### src/hdl/mife_pkg.sv
`timescale 1ns / 1ps
// Shared types and constants for the mnemonic index generator.
// No dependencies; imported by every module under hdl except mife_checker.
package mife_pkg;

  localparam int unsigned ENTROPY_BITS = 128;
  localparam int unsigned CHECK_BITS   = 4;
  localparam int unsigned INDEX_BITS   = 11;
  localparam int unsigned NUMBER_BITS  = 4;
  localparam int unsigned WORD_COUNT   = 12;
  localparam int unsigned PHRASE_BITS  = ENTROPY_BITS + CHECK_BITS;

  localparam logic [NUMBER_BITS-1:0] LAST_NUMBER = NUMBER_BITS'(WORD_COUNT - 1);

  // SHA-256 padding words for a 16-byte message
  localparam logic [31:0] PAD_WORD = 32'h8000_0000;
  localparam logic [31:0] LEN_WORD = 32'(ENTROPY_BITS);

  localparam logic [31:0] SHA_H [8] = '{
    32'h6a09e667, 32'hbb67ae85, 32'h3c6ef372, 32'ha54ff53a,
    32'h510e527f, 32'h9b05688c, 32'h1f83d9ab, 32'h5be0cd19
  };

  localparam logic [31:0] SHA_K [64] = '{
    32'h428a2f98, 32'h71374491, 32'hb5c0fbcf, 32'he9b5dba5,
    32'h3956c25b, 32'h59f111f1, 32'h923f82a4, 32'hab1c5ed5,
    32'hd807aa98, 32'h12835b01, 32'h243185be, 32'h550c7dc3,
    32'h72be5d74, 32'h80deb1fe, 32'h9bdc06a7, 32'hc19bf174,
    32'he49b69c1, 32'hefbe4786, 32'h0fc19dc6, 32'h240ca1cc,
    32'h2de92c6f, 32'h4a7484aa, 32'h5cb0a9dc, 32'h76f988da,
    32'h983e5152, 32'ha831c66d, 32'hb00327c8, 32'hbf597fc7,
    32'hc6e00bf3, 32'hd5a79147, 32'h06ca6351, 32'h14292967,
    32'h27b70a85, 32'h2e1b2138, 32'h4d2c6dfc, 32'h53380d13,
    32'h650a7354, 32'h766a0abb, 32'h81c2c92e, 32'h92722c85,
    32'ha2bfe8a1, 32'ha81a664b, 32'hc24b8b70, 32'hc76c51a3,
    32'hd192e819, 32'hd6990624, 32'hf40e3585, 32'h106aa070,
    32'h19a4c116, 32'h1e376c08, 32'h2748774c, 32'h34b0bcb5,
    32'h391c0cb3, 32'h4ed8aa4a, 32'h5b9cca4f, 32'h682e6ff3,
    32'h748f82ee, 32'h78a5636f, 32'h84c87814, 32'h8cc70208,
    32'h90befffa, 32'ha4506ceb, 32'hbef9a3f7, 32'hc67178f2
  };

  // entropy (byte 0 in the top bits) followed by the checksum nibble
  typedef struct packed {
    logic [ENTROPY_BITS-1:0] entropy;
    logic [CHECK_BITS-1:0]   check;
  } phrase_t;

  typedef enum logic [1:0] {
    HS_IDLE,
    HS_ROUND,
    HS_PUSH
  } hs_state_t;

  typedef enum logic {
    EM_IDLE,
    EM_RUN
  } em_state_t;

  function automatic logic [31:0] rotr(input logic [31:0] x, input int unsigned n);
    rotr = (x >> n) | (x << (32 - n));
  endfunction

endpackage

### src/hdl/mife_hash.sv
`timescale 1ns / 1ps
// Front end: accepts entropy, runs one SHA-256 compression a round per cycle,
// and hands entropy plus checksum nibble to the queue. Uses mife_pkg.
module mife_hash (
  input  logic              clk,
  input  logic              rst_n,
  input  logic              in_tvalid,
  output logic              in_tready,
  input  logic [127:0]      in_tdata,
  output logic              push_valid,
  input  logic              push_ready,
  output mife_pkg::phrase_t push_data
);
  import mife_pkg::*;

  hs_state_t   state_r, state_nxt;
  logic [5:0]  rnd_r, rnd_nxt;
  logic [ENTROPY_BITS-1:0] ent_r;
  logic [31:0] w_r [16];
  logic [31:0] a_r, b_r, c_r, d_r, e_r, f_r, g_r, h_r;

  logic        take;
  logic [31:0] sig0, sig1, w_new;
  logic [31:0] bs0, bs1, ch, maj, t1, t2;
  logic [31:0] word0;

  assign take = in_tvalid && in_tready;

  // message schedule window: w_r[0] is this round's word
  assign sig0  = rotr(w_r[1], 7) ^ rotr(w_r[1], 18) ^ (w_r[1] >> 3);
  assign sig1  = rotr(w_r[14], 17) ^ rotr(w_r[14], 19) ^ (w_r[14] >> 10);
  assign w_new = w_r[0] + sig0 + w_r[9] + sig1;

  assign bs1 = rotr(e_r, 6) ^ rotr(e_r, 11) ^ rotr(e_r, 25);
  assign ch  = (e_r & f_r) ^ (~e_r & g_r);
  assign t1  = h_r + bs1 + ch + SHA_K[rnd_r] + w_r[0];
  assign bs0 = rotr(a_r, 2) ^ rotr(a_r, 13) ^ rotr(a_r, 22);
  assign maj = (a_r & b_r) ^ (a_r & c_r) ^ (b_r & c_r);
  assign t2  = bs0 + maj;

  assign word0 = SHA_H[0] + a_r;

  always_comb begin
    state_nxt  = state_r;
    rnd_nxt    = rnd_r;
    in_tready  = 1'b0;
    push_valid = 1'b0;
    unique case (state_r)
      HS_IDLE: begin
        in_tready = 1'b1;
        rnd_nxt   = '0;
        if (in_tvalid) begin
          state_nxt = HS_ROUND;
        end
      end
      HS_ROUND: begin
        rnd_nxt = rnd_r + 6'd1;
        if (rnd_r == 6'd63) begin
          state_nxt = HS_PUSH;
        end
      end
      HS_PUSH: begin
        push_valid = 1'b1;
        if (push_ready) begin
          state_nxt = HS_IDLE;
        end
      end
      default: state_nxt = HS_IDLE;
    endcase
  end

  assign push_data.entropy = ent_r;
  assign push_data.check   = word0[31:28];

  always_ff @(posedge clk) begin
    if (!rst_n) begin
      state_r <= HS_IDLE;
      rnd_r   <= '0;
    end else begin
      state_r <= state_nxt;
      rnd_r   <= rnd_nxt;
    end
  end

  always_ff @(posedge clk) begin
    if (take) begin
      // tdata low half is entropy_high; byte 0 leads the message
      ent_r   <= {in_tdata[63:0], in_tdata[127:64]};
      w_r[0]  <= in_tdata[63:32];
      w_r[1]  <= in_tdata[31:0];
      w_r[2]  <= in_tdata[127:96];
      w_r[3]  <= in_tdata[95:64];
      w_r[4]  <= PAD_WORD;
      for (int i = 5; i < 15; i++) begin
        w_r[i] <= '0;
      end
      w_r[15] <= LEN_WORD;
      a_r <= SHA_H[0]; b_r <= SHA_H[1]; c_r <= SHA_H[2]; d_r <= SHA_H[3];
      e_r <= SHA_H[4]; f_r <= SHA_H[5]; g_r <= SHA_H[6]; h_r <= SHA_H[7];
    end else if (state_r == HS_ROUND) begin
      for (int i = 0; i < 15; i++) begin
        w_r[i] <= w_r[i+1];
      end
      w_r[15] <= w_new;
      h_r <= g_r;
      g_r <= f_r;
      f_r <= e_r;
      e_r <= d_r + t1;
      d_r <= c_r;
      c_r <= b_r;
      b_r <= a_r;
      a_r <= t1 + t2;
    end
  end

endmodule

### src/hdl/mife_queue.sv
`timescale 1ns / 1ps
// Short FIFO of finished phrases between the hash front end and the emitter.
// Uses mife_pkg for the entry type.
module mife_queue #(
  parameter int unsigned DEPTH = 2
) (
  input  logic              clk,
  input  logic              rst_n,
  input  logic              push_valid,
  output logic              push_ready,
  input  mife_pkg::phrase_t push_data,
  output logic              pop_valid,
  input  logic              pop_ready,
  output mife_pkg::phrase_t pop_data
);
  import mife_pkg::*;

  localparam int unsigned PW = (DEPTH > 1) ? $clog2(DEPTH) : 1;
  localparam int unsigned CW = $clog2(DEPTH + 1);

  phrase_t        mem_r [DEPTH];
  logic [PW-1:0]  wr_ptr_r, wr_ptr_nxt, rd_ptr_r, rd_ptr_nxt;
  logic [CW-1:0]  count_r, count_nxt;
  logic           do_push, do_pop;

  assign push_ready = (count_r != CW'(DEPTH));
  assign pop_valid  = (count_r != '0);
  assign pop_data   = mem_r[rd_ptr_r];
  assign do_push    = push_valid && push_ready;
  assign do_pop     = pop_valid && pop_ready;

  always_comb begin
    wr_ptr_nxt = wr_ptr_r;
    rd_ptr_nxt = rd_ptr_r;
    count_nxt  = count_r;
    if (do_push) begin
      wr_ptr_nxt = (wr_ptr_r == PW'(DEPTH - 1)) ? '0 : wr_ptr_r + PW'(1);
    end
    if (do_pop) begin
      rd_ptr_nxt = (rd_ptr_r == PW'(DEPTH - 1)) ? '0 : rd_ptr_r + PW'(1);
    end
    if (do_push && !do_pop) begin
      count_nxt = count_r + CW'(1);
    end else if (do_pop && !do_push) begin
      count_nxt = count_r - CW'(1);
    end
  end

  always_ff @(posedge clk) begin
    if (!rst_n) begin
      wr_ptr_r <= '0;
      rd_ptr_r <= '0;
      count_r  <= '0;
    end else begin
      wr_ptr_r <= wr_ptr_nxt;
      rd_ptr_r <= rd_ptr_nxt;
      count_r  <= count_nxt;
    end
  end

  always_ff @(posedge clk) begin
    if (do_push) begin
      mem_r[wr_ptr_r] <= push_data;
    end
  end

endmodule

### src/hdl/mife_emit.sv
`timescale 1ns / 1ps
// Back end: pops a phrase and shifts out twelve 11-bit indices, MSB first,
// through a registered output stage. Uses mife_pkg.
module mife_emit (
  input  logic                          clk,
  input  logic                          rst_n,
  input  logic                          pop_valid,
  output logic                          pop_ready,
  input  mife_pkg::phrase_t             pop_data,
  output logic                          out_valid,
  input  logic                          out_ready,
  output logic [mife_pkg::INDEX_BITS-1:0]  word_index,
  output logic [mife_pkg::NUMBER_BITS-1:0] word_number,
  output logic                          last_word
);
  import mife_pkg::*;

  em_state_t               state_r, state_nxt;
  logic [PHRASE_BITS-1:0]  bits_r, bits_nxt;
  logic [NUMBER_BITS-1:0]  num_r, num_nxt;
  logic                    vld_r, vld_nxt;
  logic                    load_out;
  logic [INDEX_BITS-1:0]   idx_r;
  logic [NUMBER_BITS-1:0]  onum_r;
  logic                    last_r;

  always_comb begin
    state_nxt = state_r;
    bits_nxt  = bits_r;
    num_nxt   = num_r;
    vld_nxt   = vld_r;
    pop_ready = 1'b0;
    load_out  = 1'b0;
    if (vld_r && out_ready) begin
      vld_nxt = 1'b0;
    end
    unique case (state_r)
      EM_IDLE: begin
        pop_ready = 1'b1;
        if (pop_valid) begin
          bits_nxt  = pop_data;
          num_nxt   = '0;
          state_nxt = EM_RUN;
        end
      end
      EM_RUN: begin
        // output stage is free or drains this cycle
        if (!vld_r || out_ready) begin
          load_out = 1'b1;
          vld_nxt  = 1'b1;
          bits_nxt = bits_r << INDEX_BITS;
          num_nxt  = num_r + NUMBER_BITS'(1);
          if (num_r == LAST_NUMBER) begin
            state_nxt = EM_IDLE;
          end
        end
      end
      default: state_nxt = EM_IDLE;
    endcase
  end

  always_ff @(posedge clk) begin
    if (!rst_n) begin
      state_r <= EM_IDLE;
      vld_r   <= 1'b0;
      num_r   <= '0;
    end else begin
      state_r <= state_nxt;
      vld_r   <= vld_nxt;
      num_r   <= num_nxt;
    end
  end

  always_ff @(posedge clk) begin
    bits_r <= bits_nxt;
    if (load_out) begin
      idx_r  <= bits_r[PHRASE_BITS-1 -: INDEX_BITS];
      onum_r <= num_r;
      last_r <= (num_r == LAST_NUMBER);
    end
  end

  assign out_valid   = vld_r;
  assign word_index  = idx_r;
  assign word_number = onum_r;
  assign last_word   = last_r;

endmodule

### src/hdl/mnemonic_index_from_entropy.sv
`timescale 1ns / 1ps
// Top level of the mnemonic index generator: hash front end, phrase queue,
// index emitter. Depends on mife_pkg, mife_hash, mife_queue, mife_emit.
//
//  channel | dir | tdata bits                                   | tlast
//  in_     | in  | [63:0] entropy_high, [127:64] entropy_low    | -
//  out_    | out | [10:0] word_index, [14:11] word_number, [15]=0 | last_word
//
// Hashing runs accept, 64 rounds on one round unit, then push; a new item is taken
// only after the push of the last one, which waits while the queue is full.
// Each phrase leaves as 12 transfers, one per cycle when out_tready stays high.
// rst_n is synchronous; it empties the queue and drops out_tvalid.
// A stalled output holds its transfer; the front keeps hashing until the queue fills.
module mnemonic_index_from_entropy #(
  parameter int unsigned QUEUE_DEPTH = 2
) (
  input  logic         clk,
  input  logic         rst_n,
  input  logic         in_tvalid,
  output logic         in_tready,
  input  logic [127:0] in_tdata,   // [63:0] entropy_high, [127:64] entropy_low
  output logic         out_tvalid,
  input  logic         out_tready,
  output logic [15:0]  out_tdata,  // [10:0] word_index, [14:11] word_number, [15] zero
  output logic         out_tlast
);
  import mife_pkg::*;

  logic    push_valid, push_ready, pop_valid, pop_ready;
  phrase_t push_data, pop_data;
  logic [INDEX_BITS-1:0]  word_index;
  logic [NUMBER_BITS-1:0] word_number;

  mife_hash u_hash (
    .clk        (clk),
    .rst_n      (rst_n),
    .in_tvalid  (in_tvalid),
    .in_tready  (in_tready),
    .in_tdata   (in_tdata),
    .push_valid (push_valid),
    .push_ready (push_ready),
    .push_data  (push_data)
  );

  mife_queue #(
    .DEPTH (QUEUE_DEPTH)
  ) u_queue (
    .clk        (clk),
    .rst_n      (rst_n),
    .push_valid (push_valid),
    .push_ready (push_ready),
    .push_data  (push_data),
    .pop_valid  (pop_valid),
    .pop_ready  (pop_ready),
    .pop_data   (pop_data)
  );

  mife_emit u_emit (
    .clk         (clk),
    .rst_n       (rst_n),
    .pop_valid   (pop_valid),
    .pop_ready   (pop_ready),
    .pop_data    (pop_data),
    .out_valid   (out_tvalid),
    .out_ready   (out_tready),
    .word_index  (word_index),
    .word_number (word_number),
    .last_word   (out_tlast)
  );

  assign out_tdata = {1'b0, word_number, word_index};

endmodule

### config.mk
export PLATFORM = sky130hd
export DESIGN_NAME = mnemonic_index_from_entropy
export DESIGN_NICKNAME = d
export VERILOG_FILES = /design/src/hdl/mife_pkg.sv /design/src/hdl/mife_hash.sv /design/src/hdl/mife_queue.sv /design/src/hdl/mife_emit.sv /design/src/hdl/mnemonic_index_from_entropy.sv
export SDC_FILE = /design/constraint.sdc
export NUM_CORES = 2
export LEC_CHECK = 0
export BUFFER_PORTS_ARGS = -buffer_cell sky130_fd_sc_hd__buf_2
export CORE_UTILIZATION = 47
export DETAILED_ROUTE_END_ITERATION = 8
export GPL_TIMING_DRIVEN = 0
export PLACE_DENSITY = 0.65
export SKIP_CTS_REPAIR_TIMING = 1
export SLEW_MARGIN = 20
export SYNTH_ARGS = -nofsm -noshare
export SYNTH_HDL_FRONTEND = slang
export SYNTH_SLANG_ARGS = --single-unit
### constraint.sdc
create_clock -name clk -period 18.8 [get_ports clk]
set_clock_uncertainty 0.1 [all_clocks]
set_input_delay 1.88 -clock clk [delete_from_list [all_inputs] [get_ports clk]]
set_output_delay 1.88 -clock clk [all_outputs]
set_load 0.02 [all_outputs]
=== After elaboration in Yosys (flattened, before gate mapping) ===
Memories as Yosys holds them, arrays and structs flattened. A register that Yosys moved wholly into a read port is not among the register bits.
Index checks and enable logic that the tools add are counted.

* Order comparisons: 1
* Add/sub/neg operators: 17
* Muxes and demuxes: 54
* Equality and inequality tests: 10
* Reductions and logical operators: 16
* Bitwise operators: 45

{| class="wikitable"
|+ Operators with widths
! kind !! count
|-
| two-way mux 32 bit || 18
|-
| adder 32 bit || 10
|-
| XOR 32 bit || 9
|-
| two-way mux 132 bit || 2
|-
| one-hot mux 132 bit (2 select lines) || 1
|-
| bitwise AND 32 bit || 5
|-
| adder 31 x 32 -> 32 bit (first input constant) || 1
|-
| NOT 32 bit || 1
|-
| OR 10 x 32 -> 32 bit || 1
|-
| OR 13 x 32 -> 32 bit || 1
|-
| OR 14 x 32 -> 32 bit || 1
|-
| OR 15 x 32 -> 32 bit || 1
|-
| OR 19 x 32 -> 32 bit || 1
|-
| OR 21 x 32 -> 32 bit || 1
|-
| OR 25 x 32 -> 32 bit || 1
|-
| OR 26 x 32 -> 32 bit || 1
|-
| OR 30 x 32 -> 32 bit || 1
|-
| OR 7 x 32 -> 32 bit || 1
|-
| XOR 32 x 22 -> 32 bit || 1
|-
| XOR 32 x 29 -> 32 bit || 1
|-
| two-way mux 1 bit || 22
|-
| OR 1 bit || 16
|-
| one-hot mux 6 bit (2 select lines) || 1
|-
| two-way mux 2 bit || 5
|-
| 25 further kinds || 40
|}

* RAM bits: 776
* Input bits: 132
* Bits in read-only memories: 2048
* Bits in registers: 550
* Word-level logic and storage cells: 167
* Memories kept: 3

{| class="wikitable"
|+ Memory list
! memory !! words !! bits a word !! rd ports !! clocked after Yosys merged registers in !! wr ports !! line !! RTL
|-
| (no name shown) || 64 || 32 || 1 || 0 || 0 || mife_hash.sv:36 || <nowiki>assign t1 = h_r + bs1 + ch + SHA_K[rnd_r] + w_r[0];</nowiki>
|-
| u_hash.w_r || 16 || 32 || 16 || 0 || 16 || mife_hash.sv:19 || <nowiki>logic [31:0] w_r [16];</nowiki>
|-
| u_queue.mem_r || 2 || 132 || 1 || 1 || 1 || mife_queue.sv:21 || <nowiki>phrase_t mem_r [DEPTH];</nowiki>
|}

=== Depth between registers and ports, before layout ===
* Depth after elaboration: 8
* Mapped depth: 40
* Mapped depth without buffers: 38

=== Cells and area by module ===
A second synthesis with hierarchy kept.

* Cells, all modules: 5413
* Area total of the unflattened synthesis: 64830.9 µm²

{| class="wikitable"
|+ By module, submodules not included
! module !! times used !! cells each !! area an instance (µm²)
|-
| mife_hash || 1 || 4647 || 48485.3
|-
| mife_queue || 1 || 435 || 10098.4
|-
| mife_emit || 1 || 329 || 6236.0
|-
| mnemonic_index_from_entropy || 1 || 2 || 11.3
|}

=== Worst setup path after synthesis ===
OpenSTA, ideal clock, no wires.

* Kind: input to register
* Start: in in_tvalid
* End: reg u_hash.h_r[1]
* Data arrival time: 17.054 ns
* Stages on the path: 7
* Slack: 0.908 ns
* Data required time: 17.961 ns
* Path through: nor2_1 -> or2_2 -> clkbuf_1 -> inv_2 -> clkbuf_1 -> buf_1 -> o21ai_0

* Word-level cells in the longest chain between the ends: 1

{| class="wikitable"
|+ RTL lines
! item !! line !! RTL
|-
| start, declared || mnemonic_index_from_entropy.sv:19 || <nowiki>input logic in_tvalid,</nowiki>
|-
| logical AND 1 bit || mife_hash.sv:27 || <nowiki>assign take = in_tvalid && in_tready;</nowiki>
|-
| end signal, assigned || mife_hash.sv:99 || <nowiki>e_r <= SHA_H[4]; f_r <= SHA_H[5]; g_r <= SHA_H[6]; h_r <= SHA_H[7];</nowiki>
|-
| end signal, assigned || mife_hash.sv:105 || <nowiki>h_r <= g_r;</nowiki>
|-
| end, declared || mife_hash.sv:20 || <nowiki>logic [31:0] a_r, b_r, c_r, d_r, e_r, f_r, g_r, h_r;</nowiki>
|}

Every way passes these cells.
A chain may end at the register's enable or synchronous reset.

=== Final worst setup path ===
* Start: reg u_hash.rnd_r[1]
* End: reg u_hash.a_r[31]

* Word-level cells in the longest chain between the ends: 7

{| class="wikitable"
|+ RTL lines
! item !! line !! RTL
|-
| start, declared || mife_hash.sv:17 || <nowiki>logic [5:0] rnd_r, rnd_nxt;</nowiki>
|-
| start signal, assigned || mife_hash.sv:81 || <nowiki>rnd_r <= rnd_nxt;</nowiki>
|-
| NOT 6 -> 7 bit (not written as such) || mife_hash.sv:36 ||
|-
| memory (64 x 32 bit) || -- ||
|-
| two-way mux 32 bit (not written as such) (2 in a row) || mife_hash.sv:36 ||
|-
| adder 32 bit (2 in a row) || mife_hash.sv:36 ||
|-
| adder 32 bit || mife_hash.sv:112 || <nowiki>a_r <= t1 + t2;</nowiki>
|-
| end signal, assigned || mife_hash.sv:98 || <nowiki>a_r <= SHA_H[0]; b_r <= SHA_H[1]; c_r <= SHA_H[2]; d_r <= SHA_H[3];</nowiki>
|-
| end signal, assigned || mife_hash.sv:112 ||
|-
| end, declared || mife_hash.sv:20 ||
|}

Every way passes these cells. The select of a mux whose other input is x is not followed.

==> flow_summary_export.csv <==
group,metric,value,unit
synth,synth_area,63500,sq um
global_route,grt_pass1_vias,40808,
detailed_routing,drc,57,
detailed_routing,routed_wirelength,197,mm
synth,ys_seq_area_share,58.5,%
sta,period_share,65.4,%
critical_path,worstPathArrival,12.90,ns
layout,multiInputGateArea,24200,sq um
floorplanning,die_area,136000,sq um
floorplanning,dieWidth,369,microns
synth,avgSynthCellArea,12.2,sq um
clock_network,clkSlewWorstSetupHoldPaths,0.06,ns
critical_path,worst-path-max-fanout,12,
floorplanning,io_pins,151,
detailed_routing,route.vias.total,42505,
layout,drive_gt1_share,7.64,%
global_route,grt.total_usage,28.8,%
clock_network,cts_tree,"built",
placed_design,gp_congestion,0.993,
global_route,antenna_found_initial,9,
critical_path,end_kind,"flop",
synth,synth_cell_type_count,84,
critical_path,cp_num_buf_inv,6,
synth,synth_warnings,0,
critical_path,crit_path_max_incr_delay,0.78,ns
synth,synth_fp_nets,5681,
placed_design,dp_hpwl,149,mm
critical_path,cp_common_cell,"fa_1",
critical_path,critPathTopFamily,"compound AO/OA/AOI/OAI gates",
synth,yosysMostFrequentCell,"edfxtp_1",
layout,nets,6001,
sta,tightest_slew,1.18,ns
floorplanning,start_util,47.5,%
floorplanning,rows,134,
detailed_routing,viasPerCell,5.74,
synth,syn-instance-count,5216,
sta,min_period,12.29,ns
sta,clock.fmax,81.4,MHz
synth,synth_top_area_share,49.8,%
layout,area_growth,13.1,%
sta,rsz0062_at_grt,"no",
placed_design,dpl.cell_count,7165,
status,violations,"DRC",
status,status,"finished, violations left",
synth,synth-edff-count,1052,
detailed_routing,drtAntennaViolNets,0,
sta,finalSetupViolCount,0,
global_route,grt_pass1_wl,281,mm
clock_network,cts_root_buf,"clkbuf_16",
critical_path,crit_required,19.41,ns
worst_hold_path,min_path_type,"reg -> reg",
clock_network,cts.sinks,1327,
synth,ys_ff_latch,1327,
global_route,grt_max_degree,95,
clock_network,cts_buffer_depth,3,
floorplanning,core,134000,sq um
job,drv_cap,0,
critical_path,worst_setup_path_start_kind,"flop",
layout,stdcell_count,7410,
global_route,overflow,0,
sta,relSlewSlack,21.2,%
layout,fillers,11208,
detailed_routing,drt_pre_antenna_iters,7,
synth,synthTopCellsByArea,"edfxtp_1 (50%), dfxtp_1 (8.7%), fa_1 (5.9%), nand2_1 (3.8%), and2_1 (3.6%)",
layout,final-seq-area,37100,sq um
floorplanning,fp.dieH,369,microns
sta,final_hold_viol_count,0,
critical_path,cp_slowest_cell,"a221oi_1",
critical_path,rrSetupSlack,6.51,ns
detailed_routing,post_drt_wl_per_cell,26.6,microns
synth,synthArstFlopShare,0,%
clock_network,cts_buffers,137,
synth,synth_top_area_cell,"edfxtp_1",
clock_network,h-tree-depth,4,
detailed_routing,drtIter0Drc,5126,
synth,ys_top_cells_by_count,"edfxtp_1 (1052), nand2_1 (648), and2_1 (368), o21ai_0 (304), dfxtp_1 (275)",
clock_network,clk_latency,0.80,ns
synth,yosys_most_used_dff,"edfxtp_1",
placed_design,portBuffers,149,
sta,drv_slew,0,
critical_path,criticalPathCategory,"reg -> reg",
## layout make-up
class,count,area share [%]
Sequential cell,1327,51.7
Multi-Input combinational cell,3305,33.7
Clock buffer,165,5.02
Tap cell,1768,3.08
Timing Repair Buffer,181,2.07
Buffer,317,1.68
Inverter,267,1.41
Clock inverter,77,1.38
Antenna cell,3,0.0105
## sequential cells by signal, summed over array words and instances (netlist names), 6 cells and up, named ones only
signal	flops
u_hash.w_r	512
u_queue.mem_r	264
u_emit.bits_r	132
u_hash.ent_r	128
u_hash.a_r	32
u_hash.b_r	32
u_hash.c_r	32
u_hash.d_r	32
u_hash.e_r	32
u_hash.f_r	32
u_hash.g_r	32
u_hash.h_r	32
u_emit.word_index	11
u_hash.rnd_r	6
## layout by cell type (no fill, tap or decap), types with 146 or more instances in the layout
cell type	count
buf_2	153
fa_1	187
xnor2_1	250
and2_1	367
nand2_1	648
edfxtp_1	1052
o21ai_0	304
inv_1	265
clkbuf_1	286
dfxtp_1	275
nor2_1	168
mux2i_1	163
a21oi_1	192
ha_1	146
## cells by family (layout without fill, tap and decap cells)
kind of cell / Yosys count / count (layout) / synth area share (%)
adders and majority gates: 335 / 335 / 8.81
other: 1 / 4 / 0.00591
buffers and inverters: 584 / 1007 / 3.47
and+or+nand+nor: 1406 / 1406 / 10.5
AOI/OAI and AO/OA: 1020 / 1020 / 10.7
xor gates and xnor gates: 363 / 363 / 5.05
DFF: 1327 / 1327 / 58.5
muxes: 180 / 180 / 3.03
## metal layers
metal | GRT usage, % | share of wire [%] | vias up
li1 | - | - | 19001
met1 | 41.2 | 43 | 21209
met2 | 43.6 | 44 | 1964
met3 | 5.12 | 8.5 | 331
met4 | 11.0 | 3.9 | 0
met5 | 0 | 0 | -
## path summary, 6_finish.rpt
| check | start | to | depth (start not counted) |
|---|---|---|---|
| setup reg to reg | u_hash.rnd_r[1] | u_hash.a_r[31] | 34 |
| hold reg to reg | u_emit.bits_r[121] | u_emit.word_index[0] | 0 |
| hold / removal | u_emit.bits_r[121] | u_emit.word_index[0] | 0 |
| setup / recovery | u_hash.rnd_r[1] | u_hash.a_r[31] | 34 |
## per-stage QoR
| stage | utilization, % | hold WS, ns | setup WS (ns) | setup TNS (ns) | area, sq um |
|---|---|---|---|---|---|
| 3_3_place_gp | 49.7 | 0.307 | -6.33 | -3077.72 | 66400 |
| 4_1_cts | 53.7 | 0.319 | 6.71 | 0 | 71800 |
| 3_5_place_dp | 50.3 | 0.305 | 6.78 | 0 | 67200 |
| 5_1_grt | 53.7 | 0.323 | 6.34 | 0 | 71800 |
| 6_report | 53.7 | 0.320 | 6.51 | 0 | 71800 |
| 2_1_floorplan | - | 0.300 | 0.908 | 0 | 63500 |
Power is left out: the tool's default activity adds up to more than one toggle a clock period on the data nets, which glitch-free logic cannot reach.
